`src/hdl/u2u_pkg.sv`:
```
// ============================================================================
// UTF-16 to UTF-8 transcoder package
// Shared constants, queue entry type and the UTF-8 encoder function.
// ============================================================================
package u2u_pkg;

    localparam int MAX_CAPACITY = 4096;
    localparam int CAP_W        = 13;
    localparam int UNIT_W       = 16;
    localparam int CP_W         = 21;
    localparam int SEQ_BYTES    = 6;
    localparam int CNT_W        = 3;

    localparam logic [CAP_W-1:0] CAP_RESET = 13'd766;
    localparam logic [CAP_W-1:0] CAP_LIMIT = CAP_W'(MAX_CAPACITY);
    localparam logic [CAP_W:0]   ROOM_NEED = 14'd4;

    // High surrogate tag is 110110, low surrogate tag is 110111
    localparam logic [5:0]    SURR_HI_TAG = 6'b110110;
    localparam logic [5:0]    SURR_LO_TAG = 6'b110111;
    localparam logic [CP_W-1:0] SUPP_BASE = 21'h10000;

    localparam logic [7:0] LEAD2 = 8'hC0;
    localparam logic [7:0] LEAD3 = 8'hE0;
    localparam logic [7:0] LEAD4 = 8'hF0;
    localparam logic [7:0] CONT  = 8'h80;

    // Queue between front and back
    localparam int Q_DEPTH = 2;
    localparam int Q_PTR_W = (Q_DEPTH > 1) ? $clog2(Q_DEPTH) : 1;
    localparam int Q_CNT_W = $clog2(Q_DEPTH + 1);

    typedef logic [7:0] byte_t;

    typedef struct packed {
        byte_t [3:0]      b;
        logic [CNT_W-1:0] n;
    } enc_t;

    typedef struct packed {
        byte_t [SEQ_BYTES-1:0] bytes;
        logic [CNT_W-1:0]      nbytes;
        logic                  is_end;
        logic                  trunc;
    } ent_t;

    function automatic enc_t utf8_encode(input logic [CP_W-1:0] cp);
        enc_t e;
        e = '0;
        if (cp < 21'h80) begin
            e.b[0] = {1'b0, cp[6:0]};
            e.n    = 3'd1;
        end else if (cp < 21'h800) begin
            e.b[0] = LEAD2 | {3'b000, cp[10:6]};
            e.b[1] = CONT  | {2'b00, cp[5:0]};
            e.n    = 3'd2;
        end else if (cp < SUPP_BASE) begin
            e.b[0] = LEAD3 | {4'b0000, cp[15:12]};
            e.b[1] = CONT  | {2'b00, cp[11:6]};
            e.b[2] = CONT  | {2'b00, cp[5:0]};
            e.n    = 3'd3;
        end else begin
            e.b[0] = LEAD4 | {5'b00000, cp[20:18]};
            e.b[1] = CONT  | {2'b00, cp[17:12]};
            e.b[2] = CONT  | {2'b00, cp[11:6]};
            e.b[3] = CONT  | {2'b00, cp[5:0]};
            e.n    = 3'd4;
        end
        return e;
    endfunction

endpackage

```
`src/hdl/u2u_front.sv`:
```
// ============================================================================
// UTF-16 to UTF-8 front end
// Accepts code units, tracks surrogate and capacity state, builds byte runs.
// ============================================================================
module u2u_front (
    input  logic                     clk,
    input  logic                     rst_n,
    input  logic                     in_valid,
    input  logic [u2u_pkg::UNIT_W-1:0] in_unit,
    input  logic                     in_end,
    input  logic                     q_ready,
    output logic                     in_ready,
    output logic                     push,
    output u2u_pkg::ent_t            push_ent,
    input  logic                     cfg_valid,
    input  logic [u2u_pkg::CAP_W-1:0] cfg_data,
    output logic                     cfg_ready
);
    import u2u_pkg::*;

    logic [CAP_W-1:0] cap_reg, cap_next;
    logic [9:0]       held_bits_reg, held_bits_next;
    logic             held_reg, held_next;
    logic [CAP_W-1:0] bw_reg, bw_next;
    logic             full_reg, full_next;

    logic             accept;
    logic             is_hi, is_lo;
    logic [CAP_W-1:0] cap_eff;
    logic [CAP_W:0]   chk_base;
    logic             no_room;
    enc_t             enc_flush, enc_pair, enc_unit;
    ent_t             ent;
    logic [CNT_W-1:0] data_bytes;

    assign cfg_ready = 1'b1;
    assign in_ready  = q_ready;
    assign accept    = in_valid && in_ready;

    assign is_hi   = (in_unit[15:10] == SURR_HI_TAG);
    assign is_lo   = (in_unit[15:10] == SURR_LO_TAG);
    assign cap_eff = (cap_reg > CAP_LIMIT) ? CAP_LIMIT : cap_reg;

    assign enc_flush = utf8_encode({5'b00000, SURR_HI_TAG, held_bits_reg});
    assign enc_pair  = utf8_encode({1'b0, held_bits_reg, in_unit[9:0]} + SUPP_BASE);
    assign enc_unit  = utf8_encode({5'b00000, in_unit});

    // A flushed high surrogate counts toward the room check of the new unit
    assign chk_base = {1'b0, bw_reg} + ((held_reg && !in_end) ? 14'd3 : 14'd0);
    assign no_room  = full_reg || ((chk_base + ROOM_NEED) >= {1'b0, cap_eff});

    always_comb
    begin
        ent            = '0;
        ent.trunc      = full_reg;
        ent.is_end     = in_end;
        data_bytes     = '0;
        held_next      = held_reg;
        held_bits_next = held_bits_reg;
        full_next      = full_reg;
        if (in_end) begin
            if (held_reg) begin
                ent.bytes[2:0] = enc_flush.b[2:0];
                ent.bytes[3]   = 8'h00;
                ent.nbytes     = 3'd4;
            end else begin
                ent.bytes[0] = 8'h00;
                ent.nbytes   = 3'd1;
            end
            held_next      = 1'b0;
            held_bits_next = '0;
            full_next      = 1'b0;
        end else if (held_reg && is_lo) begin
            ent.bytes[3:0] = enc_pair.b;
            ent.nbytes     = enc_pair.n;
            data_bytes     = enc_pair.n;
            held_next      = 1'b0;
        end else begin
            if (held_reg) begin
                ent.bytes[2:0] = enc_flush.b[2:0];
            end
            held_next = 1'b0;
            if (no_room) begin
                full_next = 1'b1;
            end else if (is_hi) begin
                held_next      = 1'b1;
                held_bits_next = in_unit[9:0];
            end else if (held_reg) begin
                ent.bytes[5:3] = enc_unit.b[2:0];
            end else begin
                ent.bytes[2:0] = enc_unit.b[2:0];
            end
            ent.nbytes = (held_reg ? 3'd3 : 3'd0)
                       + ((!no_room && !is_hi) ? enc_unit.n : 3'd0);
            data_bytes = ent.nbytes;
        end
    end

    assign push     = accept && (ent.nbytes != '0);
    assign push_ent = ent;

    always_comb
    begin
        bw_next  = bw_reg;
        cap_next = cap_reg;
        if (accept) begin
            bw_next = in_end ? '0 : (bw_reg + CAP_W'(data_bytes));
        end
        if (cfg_valid && cfg_ready) begin
            cap_next = cfg_data;
        end
    end

    always_ff @(posedge clk or negedge rst_n)
    begin
        if (!rst_n) begin
            cap_reg       <= CAP_RESET;
            held_reg      <= 1'b0;
            held_bits_reg <= '0;
            bw_reg        <= '0;
            full_reg      <= 1'b0;
        end else begin
            cap_reg <= cap_next;
            bw_reg  <= bw_next;
            if (accept) begin
                held_reg      <= held_next;
                held_bits_reg <= held_bits_next;
                full_reg      <= full_next;
            end
        end
    end

`ifndef SYNTHESIS
    a_held_not_full: assert property (@(posedge clk) disable iff (!rst_n)
        held_reg |-> !full_reg)
        else $error("high surrogate held while string is marked full");
    a_bw_in_range: assert property (@(posedge clk) disable iff (!rst_n)
        bw_reg < CAP_LIMIT)
        else $error("byte count beyond maximum capacity");
    a_trunc_on_end: assert property (@(posedge clk) disable iff (!rst_n)
        (push && !push_ent.is_end) |-> !push_ent.trunc)
        else $error("truncation flag on a data run");
`endif

endmodule

```
`src/hdl/u2u_queue.sv`:
```
// ============================================================================
// UTF-16 to UTF-8 run queue
// Short FIFO of byte runs between the front end and the serializer.
// ============================================================================
module u2u_queue (
    input  logic          clk,
    input  logic          rst_n,
    input  logic          push,
    input  u2u_pkg::ent_t push_ent,
    output logic          push_ready,
    input  logic          pop,
    output logic          head_valid,
    output u2u_pkg::ent_t head_ent
);
    import u2u_pkg::*;

    ent_t               mem_reg [Q_DEPTH];
    logic [Q_PTR_W-1:0] wr_ptr_reg, wr_ptr_next;
    logic [Q_PTR_W-1:0] rd_ptr_reg, rd_ptr_next;
    logic [Q_CNT_W-1:0] cnt_reg, cnt_next;
    logic               do_push, do_pop;

    assign push_ready = (cnt_reg != Q_CNT_W'(Q_DEPTH));
    assign head_valid = (cnt_reg != '0);
    assign head_ent   = mem_reg[rd_ptr_reg];
    assign do_push    = push && push_ready;
    assign do_pop     = pop && head_valid;

    always_comb
    begin
        wr_ptr_next = wr_ptr_reg;
        rd_ptr_next = rd_ptr_reg;
        cnt_next    = cnt_reg;
        if (do_push) begin
            wr_ptr_next = (wr_ptr_reg == Q_PTR_W'(Q_DEPTH - 1)) ? '0 : wr_ptr_reg + 1'b1;
        end
        if (do_pop) begin
            rd_ptr_next = (rd_ptr_reg == Q_PTR_W'(Q_DEPTH - 1)) ? '0 : rd_ptr_reg + 1'b1;
        end
        if (do_push && !do_pop) begin
            cnt_next = cnt_reg + 1'b1;
        end else if (do_pop && !do_push) begin
            cnt_next = cnt_reg - 1'b1;
        end
    end

    always_ff @(posedge clk)
    begin
        if (do_push) begin
            mem_reg[wr_ptr_reg] <= push_ent;
        end
    end

    always_ff @(posedge clk or negedge rst_n)
    begin
        if (!rst_n) begin
            wr_ptr_reg <= '0;
            rd_ptr_reg <= '0;
            cnt_reg    <= '0;
        end else begin
            wr_ptr_reg <= wr_ptr_next;
            rd_ptr_reg <= rd_ptr_next;
            cnt_reg    <= cnt_next;
        end
    end

`ifndef SYNTHESIS
    a_cnt_bound: assert property (@(posedge clk) disable iff (!rst_n)
        cnt_reg <= Q_CNT_W'(Q_DEPTH))
        else $error("queue count beyond depth");
    a_no_overflow: assert property (@(posedge clk) disable iff (!rst_n)
        (push && !push_ready) |=> (cnt_reg == Q_CNT_W'(Q_DEPTH)) || pop)
        else $error("push into a full queue");
    a_ptr_track: assert property (@(posedge clk) disable iff (!rst_n)
        (cnt_reg == '0) |-> (wr_ptr_reg == rd_ptr_reg))
        else $error("queue pointers disagree with empty count");
`endif

endmodule

```
`src/hdl/u2u_back.sv`:
```
// ============================================================================
// UTF-16 to UTF-8 serializer
// Pops byte runs and drives them out one byte per transfer.
// ============================================================================
module u2u_back (
    input  logic          clk,
    input  logic          rst_n,
    input  logic          head_valid,
    input  u2u_pkg::ent_t head_ent,
    output logic          pop,
    output logic          out_valid,
    input  logic          out_ready,
    output logic [7:0]    out_byte,
    output logic          out_last,
    output logic          out_trunc
);
    import u2u_pkg::*;

    ent_t             ent_reg;
    logic             busy_reg, busy_next;
    logic [CNT_W-1:0] idx_reg, idx_next;
    logic             vld_reg, vld_next;
    logic [7:0]       byte_reg;
    logic             last_reg, trunc_reg;
    logic             out_free, take, run_done;

    assign out_free = !vld_reg || out_ready;
    assign take     = busy_reg && out_free;
    assign run_done = (idx_reg == (ent_reg.nbytes - 1'b1));
    assign pop      = head_valid && (!busy_reg || (take && run_done));

    always_comb
    begin
        busy_next = busy_reg;
        idx_next  = idx_reg;
        vld_next  = vld_reg;
        if (pop) begin
            busy_next = 1'b1;
            idx_next  = '0;
        end else if (take) begin
            busy_next = !run_done;
            idx_next  = idx_reg + 1'b1;
        end
        if (take) begin
            vld_next = 1'b1;
        end else if (out_ready) begin
            vld_next = 1'b0;
        end
    end

    always_ff @(posedge clk)
    begin
        if (pop) begin
            ent_reg <= head_ent;
        end
        if (take) begin
            byte_reg  <= ent_reg.bytes[idx_reg];
            last_reg  <= ent_reg.is_end && run_done;
            trunc_reg <= ent_reg.trunc;
        end
    end

    always_ff @(posedge clk or negedge rst_n)
    begin
        if (!rst_n) begin
            busy_reg <= 1'b0;
            idx_reg  <= '0;
            vld_reg  <= 1'b0;
        end else begin
            busy_reg <= busy_next;
            idx_reg  <= idx_next;
            vld_reg  <= vld_next;
        end
    end

    assign out_valid = vld_reg;
    assign out_byte  = byte_reg;
    assign out_last  = last_reg;
    assign out_trunc = trunc_reg;

endmodule

```
`src/hdl/utf16_to_utf8_transcoder.sv`:
```
// ============================================================================
// UTF-16 to UTF-8 transcoder
// Each item's bytes pass the run queue, the serializer's run register and
// its output byte register. Throughput: one output byte per cycle while the
// output is ready and runs are queued; an item of n bytes takes n transfers,
// one to three per basic-plane unit. The byte serializer sets this rate.
// Reset: asynchronous, active low; clears surrogate, drop, count, queue and
// serializer state and loads the capacity register with 766.
// ============================================================================
module utf16_to_utf8_transcoder (
    input  logic        clk,
    input  logic        rst_n,
    // Input stream: tdata = code_unit[15:0]; tlast = end_of_string
    input  logic        s_tvalid,
    output logic        s_tready,
    input  logic [15:0] s_tdata,
    input  logic        s_tlast,
    // Output stream: tdata = out_byte[7:0]; tlast = last; tuser = truncated
    output logic        m_tvalid,
    input  logic        m_tready,
    output logic [7:0]  m_tdata,
    output logic        m_tlast,
    output logic        m_tuser,
    // Capacity register write channel: out_capacity[12:0]
    input  logic        cfg_valid,
    output logic        cfg_ready,
    input  logic [12:0] cfg_data
);
    import u2u_pkg::*;

    // Front end to queue
    logic q_push;
    logic q_push_ready;
    ent_t q_push_ent;

    // Queue to serializer
    logic q_head_valid;
    logic q_pop;
    ent_t q_head_ent;

    // Front end: classify each unit, pair surrogates, check the room left and
    // build the item's whole byte run in the cycle it is accepted. Items that
    // only hold a high surrogate or get dropped push no bytes of their own.
    u2u_front u_front (
        .clk       (clk),
        .rst_n     (rst_n),
        .in_valid  (s_tvalid),
        .in_unit   (s_tdata),
        .in_end    (s_tlast),
        .q_ready   (q_push_ready),
        .in_ready  (s_tready),
        .push      (q_push),
        .push_ent  (q_push_ent),
        .cfg_valid (cfg_valid),
        .cfg_data  (cfg_data),
        .cfg_ready (cfg_ready)
    );

    // Two-entry run queue: lets the front take new units while the
    // serializer still drains earlier runs.
    u2u_queue u_queue (
        .clk        (clk),
        .rst_n      (rst_n),
        .push       (q_push),
        .push_ent   (q_push_ent),
        .push_ready (q_push_ready),
        .pop        (q_pop),
        .head_valid (q_head_valid),
        .head_ent   (q_head_ent)
    );

    // Serializer: advance one byte per output transfer, pop the next run
    // in the same cycle the current one finishes.
    u2u_back u_back (
        .clk        (clk),
        .rst_n      (rst_n),
        .head_valid (q_head_valid),
        .head_ent   (q_head_ent),
        .pop        (q_pop),
        .out_valid  (m_tvalid),
        .out_ready  (m_tready),
        .out_byte   (m_tdata),
        .out_last   (m_tlast),
        .out_trunc  (m_tuser)
    );

endmodule

```
`config.mk`:
```
export PLATFORM = sky130hd
export DESIGN_NAME = utf16_to_utf8_transcoder
export DESIGN_NICKNAME = d
export VERILOG_FILES = /design/src/hdl/u2u_pkg.sv /design/src/hdl/u2u_front.sv /design/src/hdl/u2u_queue.sv /design/src/hdl/u2u_back.sv /design/src/hdl/utf16_to_utf8_transcoder.sv
export SDC_FILE = /design/constraint.sdc
export NUM_CORES = 1
export LEC_CHECK = 0
export ABC_CLOCK_PERIOD_IN_PS = 14000
export CORE_MARGIN = 4
export CORE_UTILIZATION = 55
export DETAILED_ROUTE_END_ITERATION = 10
export DONT_BUFFER_PORTS = 1
export PLACE_DENSITY = 0.7
export SLEW_MARGIN = 20
export SYNTH_ARGS = -nofsm -noshare
export SYNTH_HDL_FRONTEND = slang
export SYNTH_HIERARCHICAL = 1
export SYNTH_SLANG_ARGS = --single-unit
```
`constraint.sdc`:
```
create_clock -name clk -period 14 [get_ports clk]
set_input_delay 0.7 -clock clk [delete_from_list [all_inputs] [get_ports clk]]
set_output_delay 0.7 -clock clk [all_outputs]
set_load 0.02 [all_outputs]
```
== Word level (Yosys, flattened, before mapping) ==
Memory sizes are Yosys's and may differ from the RTL's. A register that Yosys moved wholly into a read port is not among the register bits.
Cells that the tools add are included.
Cells by class
  equal/unequal tests: 6
  multiplexer cells: 55
  add/subtract/negate cells: 11
  magnitude comparators: 8
  shifts and indexed selects: 0
  reduce and logical (&&, ||, !) cells: 33
  div/mod/pow operators: 0
  multipliers: 0
  bitwise operators: 0
Operators with widths (number)
  24-bit two-way mux: 4
  48-bit two-way mux: 2
  16-bit two-way mux: 5
  35-bit two-way mux: 2
  27-bit two-way mux: 2
  10-bit two-way mux: 4
  19-bit two-way mux: 2
  11-bit two-way mux: 3
  13-bit two-way mux: 2
  25-bit two-way mux: 1
  8-bit binary-select mux with 3-bit select: 1
  8-bit two-way mux: 3
  20-bit by 17-bit adder with 21-bit output (second input constant): 1
  21-bit by 12-bit less-than comparator with 1-bit output (second input constant): 1
  21-bit by 17-bit less-than comparator with 1-bit output (second input constant): 1
  21-bit by 8-bit less-than comparator with 1-bit output (second input constant): 1
  16-bit by 12-bit less-than comparator with 1-bit output (second input constant): 1
  16-bit by 8-bit less-than comparator with 1-bit output (second input constant): 1
  1-bit two-way mux: 15
  3-bit two-way mux: 5
  13-bit by 14-bit adder with 14-bit output: 1
  14-bit by 3-bit adder with 14-bit output (second input constant): 1
  14-bit by 13-bit >= comparator with 1-bit output: 1
  13-bit by 3-bit adder with 13-bit output: 1
  other kinds (19): 52
Storage, ports and cells
  memories kept: 1
  bits in registers: 57
  bits in writable memories: 106
  word-level logic and storage cells: 128
  output and inout bits: 13
  ROM bits: 0
  bits in latches: 0
  input port bits: 35
Memory list
  u_queue.mem_reg: words 2, bits a word 53, rd ports 1, clocked after Yosys merged registers in 1, write ports 1, line u2u_queue.sv:17  | ent_t mem_reg [Q_DEPTH];

== Depth between registers and ports, before layout ==
Gate-level depths: netlist of the first run.
  depth after elaboration: 20
  gate-level depth with buffers: 30

== Cells and area by module ==
Netlist of the first run, hierarchy kept.
By module, submodules not included
  u2u_queue: cells an instance 183, times used 1, area an instance 4269.1 sq um
  u2u_front: cells an instance 494, times used 1, area an instance 3892.5 sq um
  u2u_back: cells an instance 133, times used 1, area an instance 2581.2 sq um

== Worst setup path before layout of the first run ==
Ideal clock, no wire load.
  path type: in2reg
  start: in s_tlast
  end: mem u_queue/mem_reg[0][0] (netlist name), enable pin
  arrival: 6873 ps
  data required time: 13536 ps
  stages: 26
  setup time: 464 ps
  slack: 6663 ps
  cell sequence: clkbuf_2 -> nor2b_2 -> buf_2 -> xnor2_1 -> ha_1 -> a21oi_1 -> nand2b_1 -> nor2b_1 -> nand2_1 -> xnor2_1 -> ha_1 -> a21oi_1 -> a21boi_0 -> o31ai_1 -> and2_1 -> nand2_1 -> buf_2 -> nor2_1 -> ha_1 -> inv_1 -> fa_1 -> o21a_4 -> inv_2 -> o311a_1 -> nand2_1 -> nor2_1
RTL lines
  start: declaration: line utf16_to_utf8_transcoder.sv:17  | input logic s_tlast,
  end: declaration: line u2u_queue.sv:17

==> results.py, run 1 <==
metrics = {
    "status": {
        "status": "complete, but fails checks",
        "violations": "hold timing",
    },
    "drt": {
        "first_pass_iters": 5,
        "drc_errors": 0,
        "vias": 6381,
        "ant_nets": 0,
        "finalWirelength_um": 22200,
        "avgRoutedWirePerCell_um": 20.8,
        "drtIter0Drc": 706,
        "routed_via_density": 5.98,
    },
    "grt": {
        "antenna_found_initial": 0,
        "grt_pass1_wl_um": 35900,
        "grt_overflow_total": 0,
        "grt_pass1_vias": 6567,
        "grt_start_max_net_pins": 56,
        "grt_usage_pct": 20.6,
    },
    "cells_and_area": {
        "diodes": 0,
        "layout-drive-gt1-share_pct": 18.0,
        "final_cell_mix": "169 x edfxtp_1, 70 x nand2_1, 54 x nor2_1",
        "nets": 850,
        "final_common_cell": "edfxtp_1",
        "largest_reg_flops": 106,
        "final_cell_area_um2": 11500,
        "multi_input_area_um2": 4050,
        "syn2layout_area_growth_pct": 6.93,
        "seqCellArea_um2": 6260,
        "fill_cells": 1509,
    },
    "place": {
        "place.port_buffers": 0,
        "placed_area_um2": 10800,
        "dp_hpwl_um": 15400,
        "routabilityCongestion": 0.978,
    },
    "critical_path": {
        "rr_worst_depth": 24,
        "cp-startpoint": "u_front/held_reg$_DFFE_PN0P_",
        "arrival_ns": 6.67,
        "worst-r2r-setup-slack_ns": 7.48,
        "worstPathMaxFanout": 48,
        "path_class": "register to register",
        "rr_startpoint": "u_front/held_reg$_DFFE_PN0P_",
        "r2r_end": "u_queue/mem_reg[0][11]$_DFFE_PP_",
        "cp-end-kind": "register",
        "crit_required_ns": 14.15,
        "start_kind": "register",
    },
    "die": {
        "die_area_um2": 21800,
        "die_h_um": 148,
        "num_io_pins": 48,
        "core-area_um2": 19000,
        "initial_core_util_pct": 56.7,
        "die_w_um": 148,
        "fp-row-count": 50,
    },
    "logic_synthesis": {
        "synthCells": 810,
        "ys_ff_latch": 216,
        "avgSynthCellArea_um2": 13.3,
        "synth_area_um2": 10700,
        "synth_cell_types": 82,
        "synth_edf_count": 169,
        "ys.flop_type": "edfxtp_1",
        "synth_seq_area_share_pct": 58.3,
        "yosysWarnings": 6,
        "async_flop_share_pct": 21.8,
    },
    "sta": {
        "fin_worst_skew_ns": 0.0187,
        "fmax_ghz": 0.153,
        "worst_pin_slew_ns": 0.979,
        "slew_viol_final": 0,
        "setup_viol": 0,
        "fin_setup_tns_ns": 0,
        "final_hold_viol_count": 5,
        "slew_headroom_pct": 34.7,
        "layout_min_cycle_time_ns": 6.52,
        "fin_crit_sh_pct": 46.6,
        "whs_ns": -0.00241,
        "rsz0062_at_grt": "false",
    },
    "clock_network": {
        "clock_path_buffers": 3,
        "numCtsBuffers": 23,
        "cts_tree": "done",
        "root_buffer": "clkbuf_16",
        "clk_latency_ns": 0.53,
        "clk_pin_slew_ns": 0.07,
        "htreeDepth": 1,
        "cts_setup_buffers": 0,
        "cts.sinks": 216,
    },
    "power": {
        "p_int_mw": 1.47,
        "p_sw_uw": 598,
        "power.leakage_nw": 4.37,
        "p_seq_share_pct": 47.6,
        "combPwrFrac_pct": 25.3,
        "power_frac_clock_pct": 27.2,
        "vdd_ir_drop_max_mv": 0.125,
        "power_density_nw_per_um2": 180,
        "switching_share_pct": 28.9,
    },
    "worst_hold_path": {
        "hp-class": "input pin to asynchronous set/reset pin",
    },
    "flow_run": {
        "drv_cap": 0,
    },
}
## cell usage after synthesis, drive strengths merged (6+ instances only)
cell type,count,area share [%]
dfrtp,39,9.1
mux2i,24,2.2
xnor2,17,1.4
mux4,8,1.7
dfstp,8,2.0
nand2,71,2.5
nor2b,6,0.37
a21oi,41,2.0
nand2b,22,1.3
and2,9,0.55
mux2,65,8.5
clkbuf,25,0.92
and3,8,0.51
nor2,57,2.0
edfxtp,169,47
o21ai,22,1.0
a22oi,9,0.63
o31ai,7,0.49
a311o,7,0.65
ha,22,2.6
inv,21,0.73
buf,30,2.6
xor2,11,0.90
o22ai,10,0.58
a32o,7,0.65
nor3,12,0.76
nand3,19,0.93
## power groups by stage
stage	clock, mW	sequential, mW	combinational, mW
6_report	0.563	0.984	0.523
5_1_grt	0.606	1.00	0.576
3_3_place_gp	0	0.991	0.510
4_1_cts	0.576	0.987	0.532
3_5_place_dp	0	1.00	0.527
2_1_floorplan	0	0.973	0.482
## critical path: stages (launching register included)
cell,delay (ns)
dfrtp_1,0.66
nor2b_2,0.57
xnor2_1,0.19
ha_1,0.16
a21oi_1,0.05
nand2b_1,0.15
nor2b_1,0.26
nand2_1,0.11
xnor2_1,0.14
ha_1,0.35
a21oi_1,0.16
a21boi_0,0.11
o31ai_1,0.40
and2_1,0.27
nand2_1,0.29
nor2_1,0.20
ha_1,0.15
inv_1,0.05
fa_1,0.45
o21a_4,0.24
inv_2,0.07
o311a_1,0.18
nand2_1,0.13
nor2_4,0.21
buf_4,0.56
## layout make-up
cell class / count / share of cell area [%]
clock inverter: 15 / 0.980
clock buffer: 26 / 5.11
inverter: 21 / 0.686
tap: 260 / 2.83
multi-input combinational: 521 / 35.2
timing repair buffer: 8 / 0.654
sequential: 216 / 54.5
## layer usage
metal / GRT usage (%) / vias up / part of all wire [%] / wire length (um)
met5: 0 / - / 0 / 0
met4: 4.80 / 0 / 2.5 / 545
met3: 4.38 / 44 / 7.0 / 1540
met2: 33.0 / 237 / 46 / 10300
met1: 29.1 / 3136 / 44 / 9820
li1: - / 2964 / - / -
## repair_timing
| item | CTS | global route |
|---|---|---|
| gates resized for setup | 0 | 0 |
| hold buffers | 1 | 1 |
| endpoints found under the hold margin | 39 | 2 |
## how the worst max path moves through the flow
stage / endpoint / slack (ns) / depth (start not counted)
after floorplan: u_queue/mem_reg[0][0]$_DFFE_PP_ / 6.66 / 26
after global placement: u_queue/mem_reg[0][47]$_DFFE_PP_ / 7.84 / 24
after detailed placement: u_queue/mem_reg[0][15]$_DFFE_PP_ / 7.50 / 24
after CTS: u_queue/mem_reg[0][18]$_DFFE_PP_ / 7.47 / 24
after global routing: u_queue/mem_reg[0][41]$_DFFE_PP_ / 6.87 / 24
final: u_queue/mem_reg[0][11]$_DFFE_PP_ / 7.48 / 24
## per-stage QoR
stage | std cells | power (mW) | util [%] | setup WS [ns]
floorplan | 813 | 1.45 | - | 6.66
global placement | 1024 | 1.50 | 56.8 | 7.84
detailed placement | 1024 | 1.53 | 56.8 | 7.50
CTS | 1066 | 2.09 | 60.5 | 7.47
global route | 1067 | 2.18 | 60.6 | 6.87
finish | 1067 | 2.07 | 60.6 | 7.48
## kinds of logic (layout without fill, tap and decap cells)
kind of cell,after synthesis,after routing,synth area share [%]
and+or+nand+nor,230,230,10.9
DFF,216,216,58.3
AOI/OAI and AO/OA,137,137,8.83
muxes,97,97,12.4
buffers and inverters,76,70,4.25
xor gates and xnor gates,28,28,2.28
adders and majority gates,24,24,2.93
other,2,5,0.0699
Power figures use the tool's default switching activity.
==> inputs of run 2 (changes only) <==
ABC_AREA = 1   (was not set)
ABC_CLOCK_PERIOD_IN_PS = 6350   (was 14000)
clock period = 6.35 ns   (was 14 ns; I/O delays follow)
==> run 2 against run 1 <==
  * The flow now finishes without violations
  * Routed wire length increased by 19%
  * Highest routed layer unchanged
  * Worst hold slack improved by 0.083 ns
  * Critical endpoint is now u_front/bw_reg[10]$_DFFE_PN0P_
  * Final cell count up 41%
  * Largest cell class unchanged
  * Combinational power grew to 2.7 times the previous value
  * Worst setup slack worse by 6.8 ns
  * Register-to-register slack worse by 6.8 ns
  * Synthesized area rose by 2.8%
  * Via count up 32%
  * Critical path depth rose by 11
==> results.py, run 2 <==
metrics = {
    "critical_path": {
        "crit_end": "u_front/bw_reg[10]$_DFFE_PN0P_",
        "cp-startpoint": "u_front/bw_reg[1]$_DFFE_PN0P_",
        "worstPathMaxFanout": 7,
        "slowest_delay_ns": 0.47,
        "worst-r2r-setup-slack_ns": 0.72,
        "rr_startpoint": "u_front/bw_reg[1]$_DFFE_PN0P_",
        "start_kind": "register",
        "r2r_end": "u_front/bw_reg[10]$_DFFE_PN0P_",
        "path_class": "register to register",
        "slowest_stage": "fa_1",
        "arrival_ns": 6.01,
        "rr_worst_depth": 35,
        "crit_required_ns": 6.73,
        "cp-end-kind": "register",
    },
    "cells_and_area": {
        "final_cell_mix": "412 x nand2_1, 169 x edfxtp_1, 108 x inv_1",
        "layout-drive-gt1-share_pct": 7.73,
        "syn2layout_area_growth_pct": 10.6,
        "nets": 1284,
        "final_common_cell": "nand2_1",
        "largest_reg_flops": 106,
        "diodes": 0,
    },
    "die": {
        "initial_core_util_pct": 56.4,
        "fp-row-count": 51,
        "core-area_um2": 19600,
        "die_w_um": 150,
        "die_area_um2": 22400,
        "num_io_pins": 48,
        "die_h_um": 150,
    },
    "logic_synthesis": {
        "ys_ff_latch": 216,
        "synth_cell_types": 45,
        "netlist.area_leader.share_pct": 45.9,
        "synth_commonest_cells": "412 x nand2_1, 169 x edfxtp_1, 108 x inv_1",
        "yosysWarnings": 6,
        "synth_area_um2": 11000,
        "synth_seq_area_share_pct": 56.7,
        "async_flop_share_pct": 21.8,
        "synthCells": 1206,
        "synthTopCellsByArea": "edfxtp_1 46%, nand2_1 14%, dfrtp_1 8.8%",
        "synth_edf_count": 169,
        "avgSynthCellArea_um2": 9.16,
        "ys.flop_type": "edfxtp_1",
        "yosysTopAreaCell": "edfxtp_1",
        "yosys.cell_count.top_type": "nand2_1",
    },
    "drt": {
        "drtIter0Drc": 923,
        "finalWirelength_um": 26400,
        "routed_via_density": 5.58,
        "ant_nets": 0,
        "drc_errors": 0,
        "vias": 8415,
        "first_pass_iters": 5,
        "avgRoutedWirePerCell_um": 17.5,
    },
    "grt": {
        "grt_pass1_wl_um": 42400,
        "grt_usage_pct": 24.1,
        "antenna_found_initial": 0,
        "grt_overflow_total": 0,
        "grt_start_max_net_pins": 55,
        "grt_pass1_vias": 8001,
    },
    "clock_network": {
        "clk_pin_slew_ns": 0.06,
        "clk_latency_ns": 0.52,
        "root_buffer": "clkbuf_16",
        "cts.sinks": 216,
        "cts_setup_buffers": 0,
        "clock_path_buffers": 3,
        "numCtsBuffers": 23,
        "htreeDepth": 1,
        "cts_tree": "done",
    },
    "sta": {
        "slew_headroom_pct": 43.1,
        "fmax_ghz": 0.178,
        "fin_crit_sh_pct": 88.7,
        "whs_ns": 0.0808,
        "fin_worst_skew_ns": 0.0151,
        "worst_pin_slew_ns": 0.851,
        "slew_viol_final": 0,
        "rsz0062_at_grt": "false",
        "setup_viol": 0,
        "layout_min_cycle_time_ns": 5.63,
        "final_hold_viol_count": 0,
    },
    "power": {
        "p_total_mw": 4.89,
        "power_density_nw_per_um2": 400,
        "vdd_ir_drop_max_mv": 0.235,
        "power.leakage_nw": 5.31,
    },
    "place": {
        "place.port_buffers": 0,
        "dp_hpwl_um": 18000,
        "routabilityCongestion": 0.997,
    },
    "flow_run": {
        "drv_cap": 0,
    },
    "status": {
        "status": "finished, final reports clean",
    },
    "worst_hold_path": {
        "hp-class": "input pin to register",
    },
}
## run 2: changes by cell type after synthesis, sizes merged, moves of 9 or more
cell / delta
and2: -9
clkbuf: -11
inv: +95
mux2: -61
mux2i: -24
nand2: +346
nand2b: -22
nand3: +10
nand4: +23
nor2: +49
nor3: +10
o21ai: +57
xnor2: -15
## run 2: layout make-up
type / instances / area, um^2
flip-flops and latches: 216 / 6260
inverters: 118 / 455
well taps: 265 / 332
repair buffers: 42 / 428
multi-input cells: 824 / 4010
clock inverters: 17 / 146
fillers: 1641 / 7370
clock buffers: 25 / 583
## run 2: logic make-up (layout without fill, tap and decap cells)
kind of cell,after synthesis,in the layout,share of synthesized area [%]
flops,216,216,56.7
xor+xnor,16,16,1.27
buf+inv,169,202,7.43
fa+ha+maj,24,24,2.85
simple gates,607,607,22.6
other cells,2,5,0.0680
compound gates,168,168,8.70
mux,4,4,0.408
## run 2: power breakdown
part / internal, mW / switching [mW]
registers: 1.99 / 0.180
logic: 0.416 / 1.02
clock network: 0.721 / 0.563
## run 2: per-stage QoR
stage	instances	area, um^2	util (%)	worst slack (ns)	setup TNS [ns]
after floorplan	1209	11100	-	-0.558	-59.10
after global routing	1507	12200	62.4	0.0688	0
after CTS	1507	12200	62.3	0.569	0
after detailed placement	1437	11200	57.1	0.415	0
final	1507	12200	62.4	0.717	0
after global placement	1437	11200	57.1	0.695	0
## run 2: what timing repair did
| action | CTS | global route |
|---|---|---|
| endpoints found under the hold margin | 76 | 0 |
| hold buffers | 28 | 0 |
| resized for setup | 0 | 2 |
| endpoints found under the setup margin | 0 | 2 |
## run 2: worst min-delay path by stage
stage | endpoint | cells past startpoint | slack (ns) | start
6_report | u_queue/mem_reg[1][23]$_DFFE_PP_ | 2 | 0.08 | s_tlast
5_1_grt | u_queue/mem_reg[1][22]$_DFFE_PP_ | 2 | 0.07 | s_tlast
4_1_cts | u_queue/mem_reg[0][23]$_DFFE_PP_ | 2 | 0.05 | s_tlast
3_5_place_dp | u_front/held_bits_reg[7]$_DFFE_PN0P_ | 0 | 0.02 | rst_n
3_3_place_gp | u_front/held_bits_reg[6]$_DFFE_PN0P_ | 0 | 0.02 | rst_n
2_1_floorplan | u_back/busy_reg$_DFFE_PN0P_ | 0 | 0.02 | rst_n
## run 2: critical path, delay by kind of cell, from the launching register on
kind,cells,cell delay [ns]
simple gates,18,2.53
fa+ha+maj,5,1.47
compound gates,4,0.53
flops,1,0.41
buf+inv,7,0.36
xor+xnor,1,0.19
## run 2: metal layers
metal | global-route usage (%) | up-vias | part of all wire (%)
li1 | - | 4058 | -
met1 | 33.6 | 3970 | 43
met2 | 39.3 | 323 | 47
met3 | 3.76 | 64 | 7.4
met4 | 7.18 | 0 | 3.2
met5 | 0 | - | 0
